## src/design/swft_pkg.sv

```systemverilog
package swft_pkg;

	localparam int SEQ_W     = 32;
	localparam int CNT_W     = 16;
	localparam int TOT_W     = 64;
	localparam int EST_W     = 33;
	localparam int CFG_IDX_W = 2;
	localparam int CFG_W     = 32;

	localparam logic [CFG_IDX_W-1:0] REG_WRAP_TOP    = 2'd0;
	localparam logic [CFG_IDX_W-1:0] REG_WRAP_BOTTOM = 2'd1;
	localparam logic [CFG_IDX_W-1:0] REG_SEQ_MAX     = 2'd2;

	localparam logic [SEQ_W-1:0] WRAP_TOP_RESET    = 32'hF000_0000;
	localparam logic [SEQ_W-1:0] WRAP_BOTTOM_RESET = 32'h1000_0000;
	localparam logic [SEQ_W-1:0] SEQ_MAX_RESET     = 32'hFFFF_FFFF;

	localparam logic MODE_PACKET = 1'b0;
	localparam logic MODE_CLEAR  = 1'b1;

	// One classified word as it waits in the queue between front and back.
	typedef struct packed {
		logic             clear;
		logic [SEQ_W-1:0] seq;
		logic [CNT_W-1:0] cnt;
	} cmd_t;

	typedef struct packed {
		logic                 we;
		logic [CFG_IDX_W-1:0] index;
		logic [CFG_W-1:0]     data;
	} cfg_wr_t;

endpackage

```

## src/design/swft_if.sv

```systemverilog
interface swft_pkt_if;
	import swft_pkg::*;
	logic             valid;
	logic             ready;
	logic             mode;
	logic [SEQ_W-1:0] seq_no;
	logic [CNT_W-1:0] record_count;

	modport source (output valid, output mode, output seq_no, output record_count, input ready);
	modport sink (input valid, input mode, input seq_no, input record_count, output ready);
endinterface

interface swft_res_if;
	import swft_pkg::*;
	logic             valid;
	logic             ready;
	logic [EST_W-1:0] exported_estimate;
	logic [TOT_W-1:0] received_total;

	modport source (output valid, output exported_estimate, output received_total, input ready);
	modport sink (input valid, input exported_estimate, input received_total, output ready);
endinterface

```

## src/design/swft_front.sv

```systemverilog
module swft_front (
	input  logic          clk,
	input  logic          arst_n,
	swft_pkt_if.sink      pkt,
	output swft_pkg::cmd_t q_head,
	output logic          q_valid,
	input  logic          q_pop
);
	import swft_pkg::*;

	// Two-entry queue: full rate with a push and a pop in the same cycle.
	cmd_t       mem_q [2];
	logic       wr_ptr_q;
	logic       rd_ptr_q;
	logic [1:0] count_q;
	logic       push;
	logic       pop;
	cmd_t       cmd;

	assign pkt.ready = (count_q != 2'd2);
	assign push      = pkt.valid && pkt.ready;
	assign pop       = q_pop && q_valid;
	assign q_valid   = (count_q != 2'd0);
	assign q_head    = mem_q[rd_ptr_q];

	always_comb begin
		cmd.clear = (pkt.mode == MODE_CLEAR);
		cmd.seq   = pkt.seq_no;
		cmd.cnt   = pkt.record_count;
	end

	always_ff @(posedge clk) begin
		if (push) begin
			mem_q[wr_ptr_q] <= cmd;
		end
	end

	always_ff @(posedge clk or negedge arst_n) begin
		if (!arst_n) begin
			wr_ptr_q <= 1'b0;
			rd_ptr_q <= 1'b0;
			count_q  <= 2'd0;
		end else begin
			if (push) begin
				wr_ptr_q <= ~wr_ptr_q;
			end
			if (pop) begin
				rd_ptr_q <= ~rd_ptr_q;
			end
			case ({push, pop})
				2'b10:   count_q <= count_q + 2'd1;
				2'b01:   count_q <= count_q - 2'd1;
				default: count_q <= count_q;
			endcase
		end
	end

endmodule

```

## src/design/swft_back.sv

```systemverilog
module swft_back (
	input  logic            clk,
	input  logic            arst_n,
	input  swft_pkg::cfg_wr_t cfg,
	input  swft_pkg::cmd_t  q_head,
	input  logic            q_valid,
	output logic            q_pop,
	swft_res_if.source      res
);
	import swft_pkg::*;

	logic [SEQ_W-1:0] wrap_top_q;
	logic [SEQ_W-1:0] wrap_bottom_q;
	logic [SEQ_W-1:0] seq_max_q;

	logic             awaiting_q;
	logic [SEQ_W-1:0] first_q;
	logic [SEQ_W-1:0] last_q;
	logic [TOT_W-1:0] total_q;

	logic             valid_s1;
	logic [SEQ_W-1:0] first_s1;
	logic [SEQ_W-1:0] last_s1;
	logic [TOT_W-1:0] total_s1;
	logic [CNT_W-1:0] batch_s1;

	logic             out_valid_q;
	logic [EST_W-1:0] est_q;
	logic [TOT_W-1:0] out_total_q;

	logic             adv_s1;
	logic [SEQ_W-1:0] nxt_first;
	logic [SEQ_W-1:0] nxt_last;
	logic [SEQ_W-1:0] wnd_last;
	logic [TOT_W:0]   sum;
	logic [TOT_W-1:0] nxt_total;
	logic [SEQ_W-1:0] span;
	logic [EST_W-1:0] est;

	assign adv_s1 = !out_valid_q || res.ready;
	assign q_pop  = q_valid && (!valid_s1 || adv_s1);

	always_ff @(posedge clk or negedge arst_n) begin
		if (!arst_n) begin
			wrap_top_q    <= WRAP_TOP_RESET;
			wrap_bottom_q <= WRAP_BOTTOM_RESET;
			seq_max_q     <= SEQ_MAX_RESET;
		end else if (cfg.we) begin
			unique case (cfg.index)
				REG_WRAP_TOP:    wrap_top_q    <= cfg.data;
				REG_WRAP_BOTTOM: wrap_bottom_q <= cfg.data;
				REG_SEQ_MAX:     seq_max_q     <= cfg.data;
				default:         ;
			endcase
		end
	end

	// Window update: the wrap case may move the last mark before the
	// ordinary upward check, which then sees the moved value.
	always_comb begin
		nxt_first = first_q;
		wnd_last  = last_q;
		if (awaiting_q) begin
			nxt_first = q_head.seq;
			wnd_last  = q_head.seq;
		end else if (q_head.seq < first_q) begin
			if (first_q > wrap_top_q && q_head.seq < wrap_bottom_q) begin
				if (last_q >= wrap_bottom_q || last_q < q_head.seq) begin
					wnd_last = q_head.seq;
				end
			end
			nxt_first = q_head.seq;
		end
		nxt_last = wnd_last;
		if (!awaiting_q && q_head.seq > wnd_last &&
		    !(wnd_last < wrap_bottom_q && q_head.seq > wrap_top_q)) begin
			nxt_last = q_head.seq;
		end
		sum       = {1'b0, total_q} + {{(TOT_W+1-CNT_W){1'b0}}, q_head.cnt};
		nxt_total = sum[TOT_W] ? {TOT_W{1'b1}} : sum[TOT_W-1:0];
	end

	always_ff @(posedge clk or negedge arst_n) begin
		if (!arst_n) begin
			awaiting_q <= 1'b1;
			first_q    <= '0;
			last_q     <= '0;
			total_q    <= '0;
			valid_s1   <= 1'b0;
		end else begin
			if (q_pop) begin
				if (q_head.clear) begin
					awaiting_q <= 1'b1;
					first_q    <= '0;
					last_q     <= '0;
					total_q    <= '0;
				end else begin
					awaiting_q <= 1'b0;
					first_q    <= nxt_first;
					last_q     <= nxt_last;
					total_q    <= nxt_total;
				end
			end
			if (q_pop) begin
				valid_s1 <= 1'b1;
			end else if (adv_s1) begin
				valid_s1 <= 1'b0;
			end
		end
	end

	always_ff @(posedge clk) begin
		if (q_pop) begin
			if (q_head.clear) begin
				first_s1 <= '0;
				last_s1  <= '0;
				total_s1 <= '0;
				batch_s1 <= '0;
			end else begin
				first_s1 <= nxt_first;
				last_s1  <= nxt_last;
				total_s1 <= nxt_total;
				batch_s1 <= q_head.cnt;
			end
		end
	end

	// Span is taken modulo 2^32 in both branches.
	always_comb begin
		if (last_s1 < first_s1) begin
			span = seq_max_q - first_s1 + last_s1;
		end else begin
			span = last_s1 - first_s1;
		end
		est = {1'b0, span} + {{(EST_W-CNT_W){1'b0}}, batch_s1};
	end

	always_ff @(posedge clk or negedge arst_n) begin
		if (!arst_n) begin
			out_valid_q <= 1'b0;
		end else if (adv_s1) begin
			out_valid_q <= valid_s1;
		end
	end

	always_ff @(posedge clk) begin
		if (adv_s1 && valid_s1) begin
			est_q       <= est;
			out_total_q <= total_s1;
		end
	end

	assign res.valid             = out_valid_q;
	assign res.exported_estimate = est_q;
	assign res.received_total    = out_total_q;

endmodule

```

## src/design/sequence_window_flow_tracker.sv

```systemverilog
// Sequence window tracker for a flow-record export stream. Each word on pkt is
// either a clear (mode 1) or a packet header carrying an export sequence number
// and a record count; every word gives exactly one word on res with the
// exported-record estimate (modular window span plus the last record count)
// and the saturating total of records received since the last clear. The block
// takes one word per clock cycle while res is not stalled; each result passes
// the queue, window stage and output register. That rate is set by the window
// and total update in the back end, a loop through its own state registers. A
// two-word queue sits between front end and back end, and an output register
// holds the result, so a stall on res backs up through the pipeline without
// dropping words. The three limit registers are written through cfg_we,
// cfg_index and cfg_data; the user must write them only while the block is idle
// (not enforced by the block). Writes to an index beyond the list are ignored.
module sequence_window_flow_tracker (
	input  logic                            clk,
	input  logic                            arst_n,
	swft_pkt_if.sink                        pkt,
	swft_res_if.source                      res,
	input  logic                            cfg_we,
	input  logic [swft_pkg::CFG_IDX_W-1:0]  cfg_index,
	input  logic [swft_pkg::CFG_W-1:0]      cfg_data
);
	import swft_pkg::*;

	// Head of the queue as seen by the back end.
	cmd_t    q_head;
	logic    q_valid;
	logic    q_pop;
	cfg_wr_t cfg;

	// The configuration write is bundled so the back end sees one group.
	always_comb begin
		cfg.we    = cfg_we;
		cfg.index = cfg_index;
		cfg.data  = cfg_data;
	end

	// The front end decodes the mode and queues each accepted word.
	swft_front u_front (
		.clk     (clk),
		.arst_n  (arst_n),
		.pkt     (pkt),
		.q_head  (q_head),
		.q_valid (q_valid),
		.q_pop   (q_pop)
	);

	// The back end owns the tracking state and the limit registers, updates
	// the window once per word and computes the estimate in its output stage.
	swft_back u_back (
		.clk     (clk),
		.arst_n  (arst_n),
		.cfg     (cfg),
		.q_head  (q_head),
		.q_valid (q_valid),
		.q_pop   (q_pop),
		.res     (res)
	);

endmodule
```

## src/flat_wrapper.sv

```systemverilog
// flat-port wrapper written by rule: the top's interface ports become plain ports
module sequence_window_flow_tracker_flat import swft_pkg::*;
  (clk, arst_n, cfg_we, cfg_index, cfg_data, pkt_valid, pkt_mode, pkt_seq_no, pkt_record_count, pkt_ready, res_valid, res_exported_estimate, res_received_total, res_ready);
  swft_pkt_if pkt_i ();
  swft_res_if res_i ();
  input  logic clk;
  input  logic arst_n;
  input  logic cfg_we;
  input  logic [swft_pkg::CFG_IDX_W-1:0] cfg_index;
  input  logic [swft_pkg::CFG_W-1:0] cfg_data;
  input wire logic [$bits(pkt_i.valid)-1:0] pkt_valid;
  input wire logic [$bits(pkt_i.mode)-1:0] pkt_mode;
  input wire logic [$bits(pkt_i.seq_no)-1:0] pkt_seq_no;
  input wire logic [$bits(pkt_i.record_count)-1:0] pkt_record_count;
  output wire logic [$bits(pkt_i.ready)-1:0] pkt_ready;
  output wire logic [$bits(res_i.valid)-1:0] res_valid;
  output wire logic [$bits(res_i.exported_estimate)-1:0] res_exported_estimate;
  output wire logic [$bits(res_i.received_total)-1:0] res_received_total;
  input wire logic [$bits(res_i.ready)-1:0] res_ready;
  assign pkt_i.valid = pkt_valid;
  assign pkt_i.mode = pkt_mode;
  assign pkt_i.seq_no = pkt_seq_no;
  assign pkt_i.record_count = pkt_record_count;
  assign pkt_ready = pkt_i.ready;
  assign res_valid = res_i.valid;
  assign res_exported_estimate = res_i.exported_estimate;
  assign res_received_total = res_i.received_total;
  assign res_i.ready = res_ready;
  sequence_window_flow_tracker u_core (.clk(clk), .arst_n(arst_n), .pkt(pkt_i), .res(res_i), .cfg_we(cfg_we), .cfg_index(cfg_index), .cfg_data(cfg_data));
endmodule
```

## config.mk

```make
export PLATFORM = sky130hd
export DESIGN_NAME = sequence_window_flow_tracker_flat
export DESIGN_NICKNAME = d
export VERILOG_FILES = /design/src/design/swft_pkg.sv /design/src/design/swft_if.sv /design/src/design/swft_front.sv /design/src/design/swft_back.sv /design/src/design/sequence_window_flow_tracker.sv /design/src/flat_wrapper.sv
export SDC_FILE = /design/constraint.sdc
export NUM_CORES = 1
export LEC_CHECK = 0
export BUFFER_PORTS_ARGS = -buffer_cell sky130_fd_sc_hd__buf_2
export CAP_MARGIN = 20
export CORE_UTILIZATION = 25
export DETAILED_ROUTE_END_ITERATION = 10
export HOLD_SLACK_MARGIN = 0.08
export PLACE_DENSITY = 0.44
export SETUP_SLACK_MARGIN = 0.05
export SLEW_MARGIN = 0
export SYNTH_ARGS = -nofsm -noshare
export SYNTH_HDL_FRONTEND = slang
export SYNTH_SLANG_ARGS = --single-unit
```

## constraint.sdc

```tcl
create_clock -name clk -period 11 [get_ports clk]
set_clock_uncertainty 0.05 [all_clocks]
set_input_delay 0 -clock clk [delete_from_list [all_inputs] [get_ports clk]]
set_output_delay 0 -clock clk [all_outputs]
set_load 0.01 [all_outputs]
```

==> results of run 1 <==
## layer usage
layer	routed length (µm)	up-vias
met5	17	-
met4	2230	2
met3	4580	103
met2	49600	456
met1	57200	13300
li1	-	13200
## final cells by class
cell class                 instances  share of cell area, %
multi-input combinational       2447                   41.7
sequential                       570                   37.6
timing repair buffer             381                   6.63
tap                             1876                   5.51
clock buffer                     104                   4.88
inverter                         348                   3.09
clock inverter                    24                  0.561
antenna                            2                 0.0118
## worst max-delay path: stages, from the launching register on
cell,delay [ps]
dfrtp_2,840
mux2i_1,580
inv_1,250
ha_1,360
a21o_1,160
a21o_1,160
a21oi_1,400
o22ai_1,160
o31ai_1,290
o211ai_1,200
a211oi_4,820
buf_4,520
nor2_1,70
a21oi_1,260
ha_1,310
a21o_1,170
a21o_1,170
a21o_1,170
a211oi_1,220
o21ai_0,210
o21ai_0,190
and3_1,170
a31oi_1,240
nor2_4,510
buf_12,260
mux2i_1,220
## final timing paths
path,slack [ps],to,cells after the start,from
hold reg to reg,370,u_core.u_back.res.received_total[31],0,u_core.u_back.total_s1[31]
max in group asynchronous,8870,u_core.u_back.total_q[6],5,arst_n
min in group asynchronous,520,u_core.u_back.seq_max_q[3],3,arst_n
setup / recovery,2780,u_core.u_back.last_s1[28],25,u_core.u_front.rd_ptr_q
setup reg to reg,2780,u_core.u_back.last_s1[28],25,u_core.u_front.rd_ptr_q
hold / removal,110,u_core.u_front.mem_q[1][17],2,pkt_seq_no[1]
## cells by family (layout without fill, tap and decap cells)
logic type	count (synthesis)	after routing
AND/OR/NAND/NOR	887	887
AO/OA/AOI/OAI	877	877
flip-flops	570	570
buffers and inverters	478	857
adder cells (fa/ha/maj)	382	382
multiplexers	165	165
XOR/XNOR	136	136
other	0	2
## flip-flops by register name (all words and copies together), names as in the netlist, 2 cells and up
| name | count |
|---|---|
| u_core.u_back.total_s1 | 64 |
| u_core.u_back.batch_s1 | 16 |
| u_core.u_back.last_q | 32 |
| u_core.u_back.last_s1 | 32 |
| u_core.u_back.res.received_total | 64 |
| u_core.u_front.mem_q | 98 |
| u_core.u_back.first_s1 | 32 |
| u_core.u_back.seq_max_q | 32 |
| u_core.u_back.first_q | 32 |
| u_core.u_back.total_q | 64 |
| u_core.u_back.wrap_bottom_q | 32 |
| u_core.u_back.res.exported_estimate | 33 |
| u_core.u_front.count_q | 2 |
| u_core.u_back.wrap_top_q | 32 |
## per-stage QoR
stage | util [%] | std cells | cell area, µm² | setup WS, ps
CTS | 30.4 | 5750 | 42600 | 2710
global route | 30.4 | 5750 | 42600 | 2120
detailed placement | 27.6 | 5467 | 38700 | 2760
finish | 30.4 | 5752 | 42600 | 2780
floorplan | - | 3495 | 35500 | 4430
global placement | 27.6 | 5466 | 38700 | 2200
## synthesized netlist by cell type (all sizes together), types with 9 or more instances
master   count
fa          34
and3        26
or3         16
o21bai      10
nand4       63
nand2      303
nor2       242
a211oi      16
inv        347
buf         31
nand3       71
xnor2       89
clkbuf      99
nor3        36
nor4        11
nor2b       24
a21o       101
o211ai      20
ha         348
a31oi       26
and4        15
dfstp       38
xor2        47
o21a        37
dfrtp      193
mux2i       72
a21oi      338
mux2        93
o21ai      175
o31ai       50
nand2b      15
and2        29
edfxtp     339
a2111oi      9
## what timing repair did
action | CTS | global route
hold endpoints to repair | 369 | 0
hold buffers | 155 | 0
gates resized for setup | 0 | 0
==> out/qor.yml, run 1 <==
io_pins: 187
synth_area_leaders: "edfxtp_1 (29%), dfrtp_1 (14%), ha_1 (12%), a21oi_1 (4.7%), inv_1 (3.7%)"
cp_max_fo: 42
cts_buffers: 69
grt_max_degree: 97
outcome: "finished, final reports clean"
synth-simple-area-share_pct: 11.8
wl_per_cell_um: 19.7
cp_data_arrival_time_ps: 8670
yosysSeqAreaShare_pct: 45.1
synth-xor-area-share_pct: 3.35
synth_compound_area_share_pct: 15.4
max-slew-margin-rel_pct: 32.8
synth_cell_type_count: 90
use_met2_pct: 24.1
fillerInstances: 14700
dr.pass1.iters: 6
async_reset_ff_share_pct: 40.5
coreArea_mm2: 0.140
clock.fmax_ghz: 0.122
rows: 137
fin_crit_sh_pct: 74.7
synth.avg_cell_area_um2: 10.2
use_met1_pct: 23.1
critPathKind: "reg -> reg"
synth_top_family_by_area: "compound AO/OA/AOI/OAI gates"
endpoint_kind: "flop"
start_util_pct: 25.3
insertion_delay_ps: 670
multi_input_area_mm2: 0.0178
synth_top_area_cell: "edfxtp_1"
drtIter0Drc: 1735
min_period_ps: 8220
drt_wl_total_mm: 114
hold_viol: 0
layout.cells.most_common: "ha_1"
cp.required_ps: 11450
whs_ps: 114
cts-root-buf: "clkbuf_16"
cap_violations: 0
cts_sinks: 570
antenna_found_initial: 3
via_count: 27100
clkTransAtPathRegs_ps: 60
vias_per_cell: 4.71
yosys_warnings: 0
synth_top_cell_area_share_pct: 28.7
postSynthCellCount: 3495
drcViolationCount: 0
die_h_um: 379
setup_viol: 0
synth-seq-cells: 570
maxSlewViolCount: 0
most-common-layout-cells: "ha_1 (348), inv_1 (346), edfxtp_1 (339)"
grt_pass1_wl_mm: 171
netlist_area_mm2: 0.0355
synthesis.nets: 3965
synth_fa_ha_area_share_pct: 14.2
dieArea_mm2: 0.144
track_usage_pct: 15.8
nets: 4287
cts_setup_buffers: 0
cts_buffer_depth: 3
busiest_layer: "met2"
synthMuxAreaShare_pct: 4.98
cts_tree: "yes"
cts_max_level: 3
die_x_um: 379
drive_gt1_share_pct: 13.2
seq_area_mm2: 0.0160
cp-start-kind: "flop"
synth-main-ff-cell: "edfxtp_1"
rsz0062_at_grt: "false"
hpwl_mm: 87.9
place_congestion: 0.859
worstHoldPathType: "in -> reg"
tightest_slew_ps: 1010
syn2layout_area_growth_pct: 19.9
overflow: 0
postRouteAntennaNets: 0
use_met3_pct: 2.26
grt_pass1_vias: 27100
synth-edff-count: 339
io_buffers: 186
fin_setup_tns_ps: 0
Power of run 1 is left out: the tool's default activity adds up to more than one toggle a clock period on the data nets, which glitch-free logic cannot reach.
==> run 2, diff against run 1 <==
--- a/config.mk
+++ b/config.mk
@@ -10,7 +10,7 @@
 export CORE_UTILIZATION = 25
 export DETAILED_ROUTE_END_ITERATION = 10
 export HOLD_SLACK_MARGIN = 0.08
-export PLACE_DENSITY = 0.44
+export PLACE_DENSITY = 0.46
 export SETUP_SLACK_MARGIN = 0.05
 export SLEW_MARGIN = 0
 export SYNTH_ARGS = -nofsm -noshare
==> constraint.sdc (replaced) <==
create_clock -name clk -period 7.3 [get_ports clk]
set_clock_uncertainty 0.05 [all_clocks]
set_input_delay 0 -clock clk [delete_from_list [all_inputs] [get_ports clk]]
set_output_delay 0 -clock clk [all_outputs]
set_load 0.01 [all_outputs]
==> run 2 against run 1 <==
Effect of this change:
- cell area is 0.84% higher
- hold slack improved by 0.88 ps
- setup slack worse by 2400 ps
- utilization is 0.26 points higher
- die area unchanged
- sequential cell count unchanged
- non-clock buffer count increased by 43
- global-route usage up 0.29 points
- critical path type unchanged
==> out/qor.yml, run 2 (synthesized netlist as in run 1, its figures left out) <==
clkTransAtPathRegs_ps: 60  # about the same
endpoint_kind: "flop"
clock.fmax_ghz: 0.146  # +20%
via_count: 27200  # +0.41%
fin_setup_tns_ps: 0  # unchanged
postRouteAntennaNets: 0  # unchanged
cts_max_level: 3  # unchanged
drtIter0Drc: 2089  # +20%
start_util_pct: 25.3  # unchanged
cp_max_fo: 51  # +21%
hold_viol: 0  # unchanged
syn2layout_area_growth_pct: 20.9
io_buffers: 186  # unchanged
die_h_um: 379  # unchanged
drt_wl_total_mm: 115  # +1.4%
outcome: "finished, final reports clean"
ctsHoldBuffers: 158  # +1.9%
coreArea_mm2: 0.140  # unchanged
hpwl_mm: 89.0  # +1.2%
rsz0062_at_grt: "false"
use_met3_pct: 2.00  # -0.26 points
dr.pass1.iters: 7  # +1
use_met1_pct: 23.7  # +0.64 points
antenna_found_initial: 7  # +4
top_register: "u_core.u_front.mem_q"
cts_sinks: 570  # unchanged
setup_viol: 0  # unchanged
seq_area_mm2: 0.0160  # unchanged
nets: 4329  # +0.98%
drcViolationCount: 0  # unchanged
grt_max_degree: 126  # +30%
most-common-layout-cells: "ha_1 (348), inv_1 (346), edfxtp_1 (339)"
vias_per_cell: 4.69  # -0.36%
use_met2_pct: 24.2  # +0.12 points
cts_setup_buffers: 0  # unchanged
cp-start-kind: "flop"
busiest_layer: "met2"
critPathKind: "reg -> reg"
max_stage_delay_ps: 400  # -440 ps
fillerInstances: 14800  # +0.33%
crit_slowest_cell: "mux2i_1"
dieArea_mm2: 0.144  # unchanged
die_x_um: 379  # unchanged
worstHoldPathType: "in -> reg"
io_pins: 187  # unchanged
wl_per_cell_um: 19.9  # +0.59%
cts_buffer_depth: 3  # unchanged
grt_pass1_vias: 27200  # +0.29%
cp.required_ps: 7820  # -3630 ps
cts_buffers: 68  # -1.4%
largest_reg_flops: 98  # unchanged
overflow: 0  # unchanged
tightest_slew_ps: 1040  # +28.8 ps
insertion_delay_ps: 660  # about the same
layout.cells.most_common: "ha_1"
rows: 137  # unchanged
cap_violations: 0  # unchanged
grt_pass1_wl_mm: 174  # +1.7%
cts-resized-gates: 0  # unchanged
drive_gt1_share_pct: 14.2  # +0.91 points
place_congestion: 0.900  # +4.8%
maxSlewViolCount: 0  # unchanged
cts_tree: "yes"
cts-root-buf: "clkbuf_16"
max-slew-margin-rel_pct: 30.8  # -1.9 points
multi_input_area_mm2: 0.0178  # unchanged
track_usage_pct: 16.1  # +0.29 points
cp_data_arrival_time_ps: 7380  # -1290 ps
min_period_ps: 6870  # -1350 ps
fin_crit_sh_pct: 94.1  # +19 points
## run 2: cell count changes in the layout (fill, tap and decap cells not counted), sizes merged, moves of 3 or more
cell         before  now
clkinv           14   18
clkbuf          104   93
diode             2    5
buf             227  267
dlygate4sd3     154  157
inv             351  356
## run 2: path summary, 6_finish.rpt
path	from	end	slack, ps	depth (start not counted)
max	u_core.u_front.rd_ptr_q	u_core.u_back.last_q[27]	430	30
min	pkt_seq_no[1]	u_core.u_front.mem_q[0][17]	120	2
max in group asynchronous	arst_n	u_core.u_back.total_q[32]	5650	4
min in group asynchronous	arst_n	u_core.u_back.seq_max_q[4]	610	3
min reg2reg	u_core.u_back.total_s1[16]	u_core.u_back.res.received_total[16]	370	0
max reg2reg	u_core.u_front.rd_ptr_q	u_core.u_back.last_q[27]	430	30
## run 2: final cells by class
type                       count  share of cell area, %
tap                         1876                   5.47
clock buffer                  93                   4.52
clock inverter                33                  0.749
sequential                   570                   37.3
inverter                     348                   3.06
antenna                        5                 0.0291
timing repair buffer         424                   7.52
multi-input combinational   2447                   41.4
## run 2: routing by layer
metal / share of wire, % / vias up
met2: 43 / 598
met4: 2.3 / 0
met1: 51 / 13200
met3: 4.3 / 131
li1: - / 13300
met5: 0 / -
## run 2: per-stage QoR
step | hold WS [ps] | utilization (%) | cells | instance area (µm²) | worst slack [ps]
after global routing | 117 | 30.6 | 5792 | 42900 | 77.2
final | 115 | 30.6 | 5796 | 42900 | 432
after global placement | 63.2 | 27.9 | 5507 | 39100 | 593
after detailed placement | 68.1 | 27.9 | 5507 | 39100 | 477
after CTS | 81.3 | 30.6 | 5791 | 42900 | 443
after floorplan | -346 | - | 3495 | 35500 | 727
## run 2: worst max-delay path, delay by kind of cell (launching register included)
kind                       cells  cell delay [ps]
DFF                            1              370
adders and majority gates      2              550
buffers and inverters          8             1650
muxes                          1              400
AOI/OAI and AO/OA             17             3560
and+or+nand+nor                2              110
Power of run 2 is left out for the same reason.
